===== config.mk =====
export PLATFORM = sky130hd
export DESIGN_NAME = genotype_depth_variant_filter_core
export DESIGN_NICKNAME = d
export VERILOG_FILES = /design/src/rtl/gdvf_pkg.sv /design/src/rtl/gdvf_classify.sv /design/src/rtl/gdvf_accum.sv /design/src/rtl/genotype_depth_variant_filter_core.sv
export SDC_FILE = /design/constraint.sdc
export NUM_CORES = 1
export LEC_CHECK = 0
export ABC_AREA = 1
export CORE_MARGIN = 4
export CORE_UTILIZATION = 55
export CTS_BUF_LIST = sky130_fd_sc_hd__clkbuf_4 sky130_fd_sc_hd__clkbuf_8
export DETAILED_ROUTE_END_ITERATION = 8
export DONT_BUFFER_PORTS = 1
export GPL_TIMING_DRIVEN = 0
export PLACE_DENSITY = 0.75
export SYNTH_ARGS = -nofsm -noshare
export SYNTH_HDL_FRONTEND = slang
export SYNTH_SLANG_ARGS = --single-unit

===== constraint.sdc =====
create_clock -name clk -period 7.6 [get_ports clk]
set_input_delay 0.76 -clock clk [delete_from_list [all_inputs] [get_ports clk]]
set_output_delay 0.76 -clock clk [all_outputs]
set_load 0.005 [all_outputs]

===== src/rtl/gdvf_pkg.sv =====
package gdvf_pkg;

  localparam int ALLELE_W = 8;
  localparam int DEPTH_W  = 16;
  localparam int CODE_W   = 3;
  localparam int BOUND_W  = 17;
  localparam int CFG_IDX_W = 2;
  localparam int CFG_DATA_W = BOUND_W;

  localparam logic [CFG_IDX_W-1:0] CFG_MISSING_OK    = 2'd0;
  localparam logic [CFG_IDX_W-1:0] CFG_ANY_ALT       = 2'd1;
  localparam logic [CFG_IDX_W-1:0] CFG_DEPTH_FLOOR   = 2'd2;
  localparam logic [CFG_IDX_W-1:0] CFG_DEPTH_CEILING = 2'd3;

  localparam logic [BOUND_W-1:0] BOUND_OFF = {BOUND_W{1'b1}};

  localparam logic [CODE_W-1:0] CODE_HOMREF        = 3'd1;
  localparam logic [CODE_W-1:0] CODE_HOMALT        = 3'd2;
  localparam logic [CODE_W-1:0] CODE_HET           = 3'd3;
  localparam logic [CODE_W-1:0] CODE_HET_HOMREF    = 3'd4;
  localparam logic [CODE_W-1:0] CODE_HOMALT_HET    = 3'd5;
  localparam logic [CODE_W-1:0] CODE_HOMREF_HOMALT = 3'd6;
  localparam logic [CODE_W-1:0] CODE_ANY           = 3'd7;

  typedef struct packed {
    logic               valid;
    logic               match;
    logic               depth_present;
    logic [DEPTH_W-1:0] depth;
    logic               last;
  } smp_t;

  function automatic logic gt_match(
    input logic [ALLELE_W-1:0] a,
    input logic [ALLELE_W-1:0] b,
    input logic                missing,
    input logic [CODE_W-1:0]   code,
    input logic                missing_ok,
    input logic                any_alt
  );
    logic homref;
    logic homalt;
    logic het;
    logic a_zero;
    logic b_zero;
    logic a_one;
    logic b_one;
    logic res;
    a_zero = (a == '0);
    b_zero = (b == '0);
    a_one  = (a == ALLELE_W'(1));
    b_one  = (b == ALLELE_W'(1));
    homref = a_zero && b_zero;
    if (any_alt) begin
      homalt = (a == b) && !a_zero;
      het    = (a != b) && (a_zero || b_zero);
    end else begin
      homalt = a_one && b_one;
      het    = (a_zero && b_one) || (a_one && b_zero);
    end
    unique case (code)
      CODE_HOMREF:        res = homref;
      CODE_HOMALT:        res = homalt;
      CODE_HET:           res = het;
      CODE_HET_HOMREF:    res = het || homref;
      CODE_HOMALT_HET:    res = homalt || het;
      CODE_HOMREF_HOMALT: res = homref || homalt;
      CODE_ANY:           res = 1'b1;
      default:            res = 1'b0;
    endcase
    if (missing) begin
      res = missing_ok;
    end
    return res;
  endfunction

endpackage


===== src/rtl/gdvf_classify.sv =====
module gdvf_classify
  import gdvf_pkg::*;
(
  input  logic                clk,
  input  logic                rst_n,
  input  logic                in_valid,
  output logic                in_stall,
  input  logic [ALLELE_W-1:0] in_allele_first,
  input  logic [ALLELE_W-1:0] in_allele_second,
  input  logic                in_call_missing,
  input  logic [DEPTH_W-1:0]  in_sample_depth,
  input  logic                in_depth_present,
  input  logic [CODE_W-1:0]   in_sample_code,
  input  logic                in_sample_last,
  input  logic                missing_ok,
  input  logic                any_alt,
  input  logic                s1_adv,
  output smp_t                smp
);

  logic                s1_valid_r, s1_valid_nxt;
  logic [ALLELE_W-1:0] a_r;
  logic [ALLELE_W-1:0] b_r;
  logic                missing_r;
  logic [DEPTH_W-1:0]  depth_r;
  logic                dpres_r;
  logic [CODE_W-1:0]   code_r;
  logic                last_r;
  logic                accept;

  assign in_stall = s1_valid_r && !s1_adv;
  assign accept   = in_valid && !in_stall;

  always_comb begin
    s1_valid_nxt = s1_valid_r;
    if (accept) begin
      s1_valid_nxt = 1'b1;
    end else if (s1_adv) begin
      s1_valid_nxt = 1'b0;
    end
  end

  always_ff @(posedge clk) begin
    if (!rst_n) begin
      s1_valid_r <= 1'b0;
    end else begin
      s1_valid_r <= s1_valid_nxt;
    end
  end

  always_ff @(posedge clk) begin
    if (accept) begin
      a_r       <= in_allele_first;
      b_r       <= in_allele_second;
      missing_r <= in_call_missing;
      depth_r   <= in_sample_depth;
      dpres_r   <= in_depth_present;
      code_r    <= in_sample_code;
      last_r    <= in_sample_last;
    end
  end

  assign smp.valid         = s1_valid_r;
  assign smp.match         = gt_match(a_r, b_r, missing_r, code_r, missing_ok, any_alt);
  assign smp.depth_present = dpres_r;
  assign smp.depth         = depth_r;
  assign smp.last          = last_r;

endmodule


===== src/rtl/gdvf_accum.sv =====
module gdvf_accum
  import gdvf_pkg::*;
(
  input  logic               clk,
  input  logic               rst_n,
  input  smp_t               smp,
  input  logic [BOUND_W-1:0] depth_floor,
  input  logic [BOUND_W-1:0] depth_ceiling,
  output logic               s1_adv,
  output logic               out_valid,
  input  logic               out_stall,
  output logic               out_keep_variant,
  output logic               out_genotype_failed,
  output logic               out_depth_failed
);

  logic               fail_r, fail_nxt;
  logic [DEPTH_W-1:0] low_r, low_nxt;
  logic [DEPTH_W-1:0] high_r, high_nxt;
  logic               seen_r, seen_nxt;
  logic               out_valid_r, out_valid_nxt;
  logic               keep_r, gfail_r, dfail_r;
  logic               fail_upd, seen_upd;
  logic [DEPTH_W-1:0] low_upd, high_upd;
  logic               floor_on, ceil_on, dfail;

  // a non-last sample never needs the result register
  assign s1_adv = smp.valid && (!smp.last || !out_valid_r || !out_stall);

  always_comb begin
    fail_upd = fail_r || !smp.match;
    low_upd  = low_r;
    high_upd = high_r;
    seen_upd = seen_r;
    if (smp.depth_present) begin
      if (smp.depth < low_r) begin
        low_upd = smp.depth;
      end
      if (smp.depth > high_r) begin
        high_upd = smp.depth;
      end
      seen_upd = 1'b1;
    end
  end

  // sign bit clear means the bound is enabled
  assign floor_on = !depth_floor[BOUND_W-1];
  assign ceil_on  = !depth_ceiling[BOUND_W-1];
  assign dfail = seen_upd &&
                 ((floor_on && (low_upd < depth_floor[DEPTH_W-1:0])) ||
                  (ceil_on && (high_upd > depth_ceiling[DEPTH_W-1:0])));

  always_comb begin
    fail_nxt = fail_r;
    low_nxt  = low_r;
    high_nxt = high_r;
    seen_nxt = seen_r;
    if (s1_adv) begin
      if (smp.last) begin
        fail_nxt = 1'b0;
        low_nxt  = '1;
        high_nxt = '0;
        seen_nxt = 1'b0;
      end else begin
        fail_nxt = fail_upd;
        low_nxt  = low_upd;
        high_nxt = high_upd;
        seen_nxt = seen_upd;
      end
    end
  end

  always_comb begin
    out_valid_nxt = out_valid_r;
    if (s1_adv && smp.last) begin
      out_valid_nxt = 1'b1;
    end else if (!out_stall) begin
      out_valid_nxt = 1'b0;
    end
  end

  always_ff @(posedge clk) begin
    if (!rst_n) begin
      fail_r      <= 1'b0;
      low_r       <= '1;
      high_r      <= '0;
      seen_r      <= 1'b0;
      out_valid_r <= 1'b0;
    end else begin
      fail_r      <= fail_nxt;
      low_r       <= low_nxt;
      high_r      <= high_nxt;
      seen_r      <= seen_nxt;
      out_valid_r <= out_valid_nxt;
    end
  end

  always_ff @(posedge clk) begin
    if (s1_adv && smp.last) begin
      keep_r  <= !fail_upd && !dfail;
      gfail_r <= fail_upd;
      dfail_r <= dfail;
    end
  end

  assign out_valid           = out_valid_r;
  assign out_keep_variant    = keep_r;
  assign out_genotype_failed = gfail_r;
  assign out_depth_failed    = dfail_r;

endmodule


===== src/rtl/genotype_depth_variant_filter_core.sv =====
// Result path: a last-sample beat's result reaches the out_ ports through the input register,
// then the result register; a stalled result holds the beat in the input register.
// Throughput: one sample beat per cycle; the input register and the result
// register each hold one beat, so the input stalls only behind a stalled result.
// Reset: synchronous, active low; clears the per-variant accumulators, the
// valid flags and the configuration (missing calls fail, single-allele rules, no depth bounds).
module genotype_depth_variant_filter_core
  import gdvf_pkg::*;
(
  input  logic                  clk,
  input  logic                  rst_n,
  input  logic                  in_valid,
  output logic                  in_stall,
  input  logic [ALLELE_W-1:0]   in_allele_first,
  input  logic [ALLELE_W-1:0]   in_allele_second,
  input  logic                  in_call_missing,
  input  logic [DEPTH_W-1:0]    in_sample_depth,
  input  logic                  in_depth_present,
  input  logic [CODE_W-1:0]     in_sample_code,
  input  logic                  in_sample_last,
  output logic                  out_valid,
  input  logic                  out_stall,
  output logic                  out_keep_variant,
  output logic                  out_genotype_failed,
  output logic                  out_depth_failed,
  input  logic                  cfg_we,
  input  logic [CFG_IDX_W-1:0]  cfg_index,
  input  logic [CFG_DATA_W-1:0] cfg_wdata
);

  logic               missing_ok_r;
  logic               any_alt_r;
  logic [BOUND_W-1:0] depth_floor_r;
  logic [BOUND_W-1:0] depth_ceiling_r;
  logic               s1_adv;
  smp_t               smp;

  always_ff @(posedge clk) begin
    if (!rst_n) begin
      missing_ok_r    <= 1'b0;
      any_alt_r       <= 1'b0;
      depth_floor_r   <= BOUND_OFF;
      depth_ceiling_r <= BOUND_OFF;
    end else if (cfg_we) begin
      unique case (cfg_index)
        CFG_MISSING_OK:    missing_ok_r    <= cfg_wdata[0];
        CFG_ANY_ALT:       any_alt_r       <= cfg_wdata[0];
        CFG_DEPTH_FLOOR:   depth_floor_r   <= cfg_wdata[BOUND_W-1:0];
        CFG_DEPTH_CEILING: depth_ceiling_r <= cfg_wdata[BOUND_W-1:0];
        default: ;
      endcase
    end
  end

  gdvf_classify u_classify (
    .clk              (clk),
    .rst_n            (rst_n),
    .in_valid         (in_valid),
    .in_stall         (in_stall),
    .in_allele_first  (in_allele_first),
    .in_allele_second (in_allele_second),
    .in_call_missing  (in_call_missing),
    .in_sample_depth  (in_sample_depth),
    .in_depth_present (in_depth_present),
    .in_sample_code   (in_sample_code),
    .in_sample_last   (in_sample_last),
    .missing_ok       (missing_ok_r),
    .any_alt          (any_alt_r),
    .s1_adv           (s1_adv),
    .smp              (smp)
  );

  gdvf_accum u_accum (
    .clk                 (clk),
    .rst_n               (rst_n),
    .smp                 (smp),
    .depth_floor         (depth_floor_r),
    .depth_ceiling       (depth_ceiling_r),
    .s1_adv              (s1_adv),
    .out_valid           (out_valid),
    .out_stall           (out_stall),
    .out_keep_variant    (out_keep_variant),
    .out_genotype_failed (out_genotype_failed),
    .out_depth_failed    (out_depth_failed)
  );

endmodule


==> results of run 1 <==
-- through the flow --
stage                     hold WS (ns)  power [mW]  worst slack (ns)
final                            0.393        1.45              3.88
after global routing             0.374        1.52              3.49
after CTS                        0.373        1.46              3.87
after detailed placement         0.458       0.873              3.90
after global placement           0.451       0.860              3.99
after floorplan                  0.430       0.822              4.56
-- power groups by stage --
| stage | logic (mW) | clock network [mW] | registers (mW) |
|---|---|---|---|
| after floorplan | 0.137 | 0 | 0.685 |
| after global placement | 0.170 | 0 | 0.690 |
| after detailed placement | 0.182 | 0 | 0.690 |
| after CTS | 0.184 | 0.594 | 0.677 |
| after global routing | 0.216 | 0.620 | 0.680 |
| final | 0.184 | 0.584 | 0.677 |
-- flip-flops by register name, indices dropped and copies added (netlist names) --
name	flops
depth_ceiling_r	17
depth_floor_r	17
u_accum.high_r	16
u_accum.low_r	16
u_classify.depth_r	16
u_classify.a_r	8
u_classify.b_r	8
u_classify.code_r	3
any_alt_r	1
missing_ok_r	1
u_accum.fail_r	1
u_accum.out_depth_failed	1
u_accum.out_genotype_failed	1
u_accum.out_keep_variant	1
u_accum.out_valid	1
u_accum.seen_r	1
u_classify.dpres_r	1
u_classify.last_r	1
u_classify.missing_r	1
u_classify.s1_valid_r	1
-- how the worst min path moves through the flow --
stage                                    from                              end  slack, ns  cells after the start
2_1_floorplan  depth_floor_r[16]$_SDFFE_PN1P_   depth_floor_r[16]$_SDFFE_PN1P_       0.43                      2
5_1_grt                    in_sample_depth[2]  u_classify.depth_r[2]$_DFFE_PP_       0.37                      0
3_3_place_gp      u_accum.seen_r$_SDFFE_PN0P_      u_accum.seen_r$_SDFFE_PN0P_       0.45                      1
4_1_cts                    in_sample_depth[2]  u_classify.depth_r[2]$_DFFE_PP_       0.37                      0
3_5_place_dp   u_accum.high_r[5]$_SDFFE_PN0P_   u_accum.high_r[5]$_SDFFE_PN0P_       0.46                      2
6_report                   in_sample_depth[2]  u_classify.depth_r[2]$_DFFE_PP_       0.39                      0
-- cells by family (layout without fill, tap and decap cells) --
family | after synthesis | in the layout | synth area share
fa+ha+maj | 62 | 62 | 0.129
simple gates | 225 | 225 | 0.154
compound gates | 183 | 183 | 0.177
flops | 113 | 113 | 0.446
buf+inv | 149 | 182 | 0.0943
-- critical path, stage by stage (launching register included) --
cell and delay [ns]:
edfxtp_1 0.45, ha_1 0.35, nand4_1 0.10, inv_1 0.08
nand4_1 0.17, o21ai_1 0.21, o211ai_2 0.14, buf_2 0.21
nor2_1 0.13, a21oi_2 0.07, ha_1 0.30, nand2_1 0.08
nor2_1 0.19, nand2_1 0.09, o311ai_0 0.71, nand2_1 0.15
a21oi_2 0.15
-- per-layer routing --
metal  wire, um  vias to the layer above
met5          0                        -
met1       5710                     2295
met2       6910                      155
li1           -                     2486
met4        413                        0
met3        834                       36
-- cell type report --
type / instances / area [um2] / share of cell area
plain buffers: 24 / 96.3 / 0.0146
well taps: 136 / 170 / 0.0258
clock inverters: 14 / 165 / 0.0250
clock buffers: 18 / 241 / 0.0366
multi-input cells: 470 / 2770 / 0.419
repair buffers: 1 / 20.0 / 0.00303
inverters: 125 / 469 / 0.0711
flip-flops and latches: 113 / 2670 / 0.405
-- placed cells by master, fill, tap and decap left out, drive strengths merged --
cell type    n
a211o        1
a211oi       2
a21oi       92
a221oi       1
a31oi        3
buf          4
bufinv       3
clkbuf      39
clkinv       8
clkinvlp     3
dfxtp       72
edfxtp      41
ha          62
inv        125
nand2      143
nand3       20
nand3b       1
nand4       11
nor2        39
nor3         7
nor4         3
o211ai      21
o21a         2
o21ai       59
o21bai       1
o311ai       1
or2          1
==> key figures, run 1 <==
Power
  – P_sw: slightly below 400 uW
  – Peak supply drop: ~0.23 mV
  – Net Sw Frac: 0.274
  – Clock share of power: 0.404
  – Internal: approximately 1.0 mW
  – Pwr Density: 219 mW/mm2
  – Combinational share of power: 0.127
  – Sequential share of power: 0.469
  – Leak Pwr: roughly 3 nW

Die
  – Die area: ~0.013 mm2
  – Core area: between 0.01 and 0.015 mm2
  – Initial Util: 0.573
  – Row Count: 37
  – I/O pins: 67
  – DIE WIDTH: approximately 110 um
  – Die Y-Extent: 112 um

Synthesis
  – Synth cell types: 31
  – Largest cells by area after synthesis: dfxtp_1, edfxtp_1, ha_1
  – FFs w/ async S/R, synth: 0
  – Sequential area share after synthesis: 0.446
  – Post-synth top area cell: dfxtp_1
  – Most frequent cell after synthesis: nand2_1
  – Main synth FF type: dfxtp_1
  – Synth Cell Area: around 0.006 mm2
  – Seq cells post-synth: 113
  – Mapped Cells: roughly 730
  – Number of flops mapped to enable cells by yosys: between 40 and 50
  – YS warnings: 0
  – Syn_nets: roughly 860
  – Top-area cell type share of the netlist area: 0.240
  – Mean post-synth cell area: about 8.2 um2
  – Most frequent cells after synthesis: nand2_1, inv_1, a21oi_1, dfxtp_1, ha_1

Place
  – Placed cells: around 870
  – DP Area: between 0.006 and 0.007 mm2
  – I/O Buffers: 0
  – HPWL Detailed: ~11,000 um
  – Gpl congestion: between 0.8 and 0.9

Clocking
  – Clock latency on the worst-skew pair: approximately 0.46 ns
  – Hold_buf cts: 0
  – Clk pin slew, worst setup/hold paths: 0.08 ns
  – CTS H-tree lvls: 4
  – Clock Tree Root: clkbuf_8
  – Clk buf depth: 2
  – Postcts setup bufs: 0
  – Clk sinks: 113
  – CTS tree: built
  – Number of CTS-inserted buffers: 17
  – Gates resized, CTS repair: 0

Drt
  – Routed len/inst: roughly 15 um
  – DRT antenna net count: 0
  – Via density: ~5.5
  – First-pass iteration count of the detailed router: 5
  – Routed Wire Length: 13,900 um
  – 1st-iter DRT viols: 358
  – Number of remaining DRC errors: 0
  – Vias: 4,972

Setup path
  – WP data required: a little under 8 ns
  – R2R cell count: 16
  – Crit path max fanout: 10
  – Worst EP arrival: around 4 ns
  – Critical Path Start Type: flip-flop
  – Crit end category: flip-flop
  – RR Endpoint: u_accum.out_keep_variant$_DFFE_PP_
  – Critical Path Start: u_classify.depth_r[15]$_DFFE_PP_
  – Reg-to-reg slack, setup: a little under 4 ns
  – Worst setup path end: u_accum.out_keep_variant$_DFFE_PP_
  – RR Startpoint: u_classify.depth_r[15]$_DFFE_PP_
  – Critical path type: reg2reg

STA
  – # setup viols final: 0
  – Clock skew: around 0.016 ns
  – Achievable Freq: between 200 and 300 MHz
  – Final Max Tran Viols: 0
  – Period utilisation layout: 0.489
  – Worst-Margin Slew: approximately 0.79 ns
  – RSZ-0062 raised after global routing: no
  – Fin. Hold Viols: 0
  – Slew margin rel.: 0.464
  – Time the worst path needs with I/O delays and setup: 3.72 ns
  – Setup TNS: 0 ns

Layout
  – Final instance area: 0.00660 mm2
  – Area delta synth->final: 10.1%
  – FILL cells: roughly 890
  – Inserted Diodes: 0
  – Layout Utilization: 0.631
  – Final nets: around 880
  – Layout cell share with drive strength beyond 1: 0.0732
  – Non-filler cells, final: approximately 900

GRT
  – Total GRT Usage: 0.233
  – GR Util met2: 0.405
  – Pin count of the biggest net entering global routing: 38
  – Grt total ovfl: 0
  – GR Util met3: 0.0668
  – Number of global-route vias before repair: between 5,000 and 6,000
  – First-pass GRT wire length: about 23,000 um
  – Met1 usage: 0.267
  – Initial antenna violation count: 0
  – Busiest grt layer: met2

Job
  – Max-cap check violation count: 0

Worst hold path
  – Hold WC Path Type: in2reg

Run status
  – Status: complete, no violations
(Power assumes the default switching activity.)
==> run 2, diff against run 1 <==
==> constraint.sdc (replaced) <==
create_clock -name clk -period 3.58 [get_ports clk]
set_input_delay 0.358 -clock clk [delete_from_list [all_inputs] [get_ports clk]]
set_output_delay 0.358 -clock clk [all_outputs]
set_load 0.005 [all_outputs]
==> run 2 against run 1 <==
Net effect:
- die area did not move
- combinational power up 150%
- first-iteration DRC count shrank 6.4%
- cell count increased by 4.9%
- clock-buffer cell count did not move
- setup slack worse by 3.8 ns
- utilization up 5.3 points
- clock skew barely moved
- highest routed layer unchanged
==> key figures, run 2 (same netlist as run 1, synthesis figures left out) <==
Run status
  – Status: complete, no violations (unchanged)

Die
  – Die area: 0.0126 mm2 (unchanged)
  – I/O pins: 67 (unchanged)
  – DIE WIDTH: 112 um (unchanged)
  – Core area: 0.0105 mm2 (unchanged)
  – Row Count: 37 (unchanged)
  – Die Y-Extent: 112 um (unchanged)
  – Initial Util: 0.573 (unchanged)

STA
  – Final Max Tran Viols: 0 (unchanged)
  – Worst-Margin Slew: 0.811 ns (was 0.794 ns)
  – Clock skew: 0.0164 ns (was 0.0163 ns)
  – Time the worst path needs with I/O delays and setup: 3.46 ns (was 3.72 ns)
  – Period utilisation layout: 0.966 (was 0.489)
  – Hold WS: 0.0388 ns (was 0.393 ns)
  – # setup viols final: 0 (unchanged)
  – Slew margin rel.: 0.455 (was 0.464)
  – Achievable Freq: 289 MHz (was 269 MHz)
  – Fin. Hold Viols: 0 (unchanged)

GRT
  – Total GRT Usage: 0.248 (was 0.233)
  – Pin count of the biggest net entering global routing: 38 (unchanged)
  – Initial antenna violation count: 0 (unchanged)
  – Grt total ovfl: 0 (unchanged)
  – First-pass GRT wire length: 24,900 um (was 23,400 um)
  – Number of global-route vias before repair: 5,408 (was 5,142)

Layout
  – Area delta synth->final: 19.4% (was 10.1%)
  – Inserted Diodes: 0 (unchanged)
  – Registers with the most flip-flops: depth_ceiling_r (17), depth_floor_r (17) (unchanged)
  – Layout cell share with drive strength beyond 1: 0.0939 (was 0.0732)
  – Most common cell after layout, fill and taps aside: nand2_1 (unchanged)
  – FILL cells: 821 (was 887)
  – Final nets: 920 (was 876)
  – Final instance area: 0.00716 mm2 (was 0.00660 mm2)
  – Non-filler cells, final: 945 (was 901)
  – Most frequent cells in the layout: nand2_1, inv_1, a21oi_1, dfxtp_1, ha_1 (unchanged)
  – Layout Utilization: 0.684 (was 0.631)

Clocking
  – CTS tree: built (unchanged)
  – Clk buf depth: 2 (unchanged)
  – CTS H-tree lvls: 4 (unchanged)
  – Clock Tree Root: clkbuf_8 (unchanged)
  – Clock latency on the worst-skew pair: 0.45 ns (was 0.46 ns)
  – Clk pin slew, worst setup/hold paths: 0.08 ns (about the same)
  – Clk sinks: 113 (unchanged)
  – Number of CTS-inserted buffers: 17 (unchanged)

Power
  – Leak Pwr: 3.32 nW (was 3.09 nW)
  – Pwr Density: 439 mW/mm2 (was 219 mW/mm2)
  – Power consumption: 3.15 mW (was 1.45 mW)
  – Peak supply drop: 0.416 mV (was 0.233 mV)

Drt
  – Routed Wire Length: 15,200 um (was 13,900 um)
  – Via density: 5.48 (was 5.52)
  – Number of remaining DRC errors: 0 (unchanged)
  – 1st-iter DRT viols: 335 (was 358)
  – Routed len/inst: 16.1 um (was 15.4 um)
  – First-pass iteration count of the detailed router: 5 (unchanged)
  – DRT antenna net count: 0 (unchanged)
  – Vias: 5,175 (was 4,972)

Setup path
  – Crit path largest cell delay: 0.47 ns (was 0.71 ns)
  – Critical path type: reg2reg (unchanged)
  – Worst EP arrival: 3.64 ns (was 4.02 ns)
  – Crit end category: flip-flop (unchanged)
  – RR Startpoint: u_classify.depth_r[2]$_DFFE_PP_ (was u_classify.depth_r[15]$_DFFE_PP_)
  – Crit path max fanout: 5 (was 10)
  – CP Cell Sequence: ha_1 > nand3_1 > o211ai_1 > a21oi_1 > o21ai_2 > o211ai_4 > buf_8 > nor2_2 > a21oi_4 > ha_1 > nand2_1 > inv_1 > a221oi_2 > o211ai_1 > nand3_1 > nand3_2 > o311ai_4 > a21oi_1 (was ha_1 > nand4_1 > inv_1 > nand4_1 > o21ai_1 > o211ai_2 > buf_2 > nor2_1 > a21oi_2 > ha_1 > nand2_1 > nor2_1 > nand2_1 > o311ai_0 > nand2_1 > a21oi_2)
  – Critical Path Start Type: flip-flop (unchanged)
  – Critical Path Start: u_classify.depth_r[2]$_DFFE_PP_ (was u_classify.depth_r[15]$_DFFE_PP_)
  – WP data required: 3.76 ns (was 7.91 ns)
  – Worst path slowest cell: edfxtp_1 (was o311ai_0)

Place
  – DP Area: 0.00619 mm2 (unchanged)
  – HPWL Detailed: 10,900 um (unchanged)
  – I/O Buffers: 0 (unchanged)
  – Placed cells: 869 (unchanged)
  – Gpl congestion: 0.872 (unchanged)

Job
  – Max-cap check violation count: 0 (unchanged)

Worst hold path
  – Min-delay src: cfg_wdata[2] (was in_sample_depth[2])
  – Hold WC Path Type: in2reg (unchanged)
[run 2: worst paths after layout]
check / cells past startpoint / slack (ns) / end
min reg2reg: 2 / 0.47 / u_accum.high_r[5]$_SDFFE_PN0P_
max reg2reg: 18 / 0.12 / u_accum.out_depth_failed$_DFFE_PP_
max: 18 / 0.12 / u_accum.out_depth_failed$_DFFE_PP_
min: 2 / 0.04 / depth_ceiling_r[2]$_SDFFE_PN1P_
[run 2: routing by layer]
layer / GRT usage / vias to the layer above / share of wire / routed length [um]
met5: 0 / - / 0 / 0
met4: 0.102 / 0 / 0.027 / 410
met3: 0.0668 / 38 / 0.046 / 704
met2: 0.438 / 149 / 0.51 / 7850
met1: 0.284 / 2414 / 0.41 / 6280
li1: - / 2574 / - / -
[run 2: layout make-up]
type,instances,area (um2),share of cell area
multi-input combinational,470,2870,0.401
sequential,113,2670,0.373
inverter,125,469,0.0655
timing repair buffer,45,458,0.0640
clock buffer,18,241,0.0337
tap,136,170,0.0238
clock inverter,14,165,0.0231
buffer,24,115,0.0161
[run 2: what timing repair did]
action / CTS / global route
endpoints found under the hold margin: 38 / 0
pin swaps: 0 / 6
setup endpoints to repair: 2 / 2
buffers inserted: 0 / 6
hold buffers: 38 / 0
resized for setup: 2 / 28
[run 2: critical path: cells and delay by family, from the launching register on]
| family | cells | cell delay (ns) |
|---|---|---|
| fa+ha+maj | 2 | 0.66 |
| flops | 1 | 0.47 |
| buf+inv | 2 | 0.22 |
| simple gates | 5 | 0.51 |
| compound gates | 9 | 1.31 |
[run 2: power by group]
group	total [mW]	switching (mW)	internal (mW)
clock network	1.25	0.557	0.692
registers	1.44	0.0401	1.40
logic	0.457	0.276	0.181
total	3.15	0.873	2.27
[run 2: metrics by stage]
step | setup WS, ns | TNS, ns
detailed placement | -0.119 | -0.227
floorplan | 0.580 | 0
global route | -0.0594 | -0.107
CTS | 0.0348 | 0
finish | 0.122 | 0
global placement | -0.0263 | -0.0457
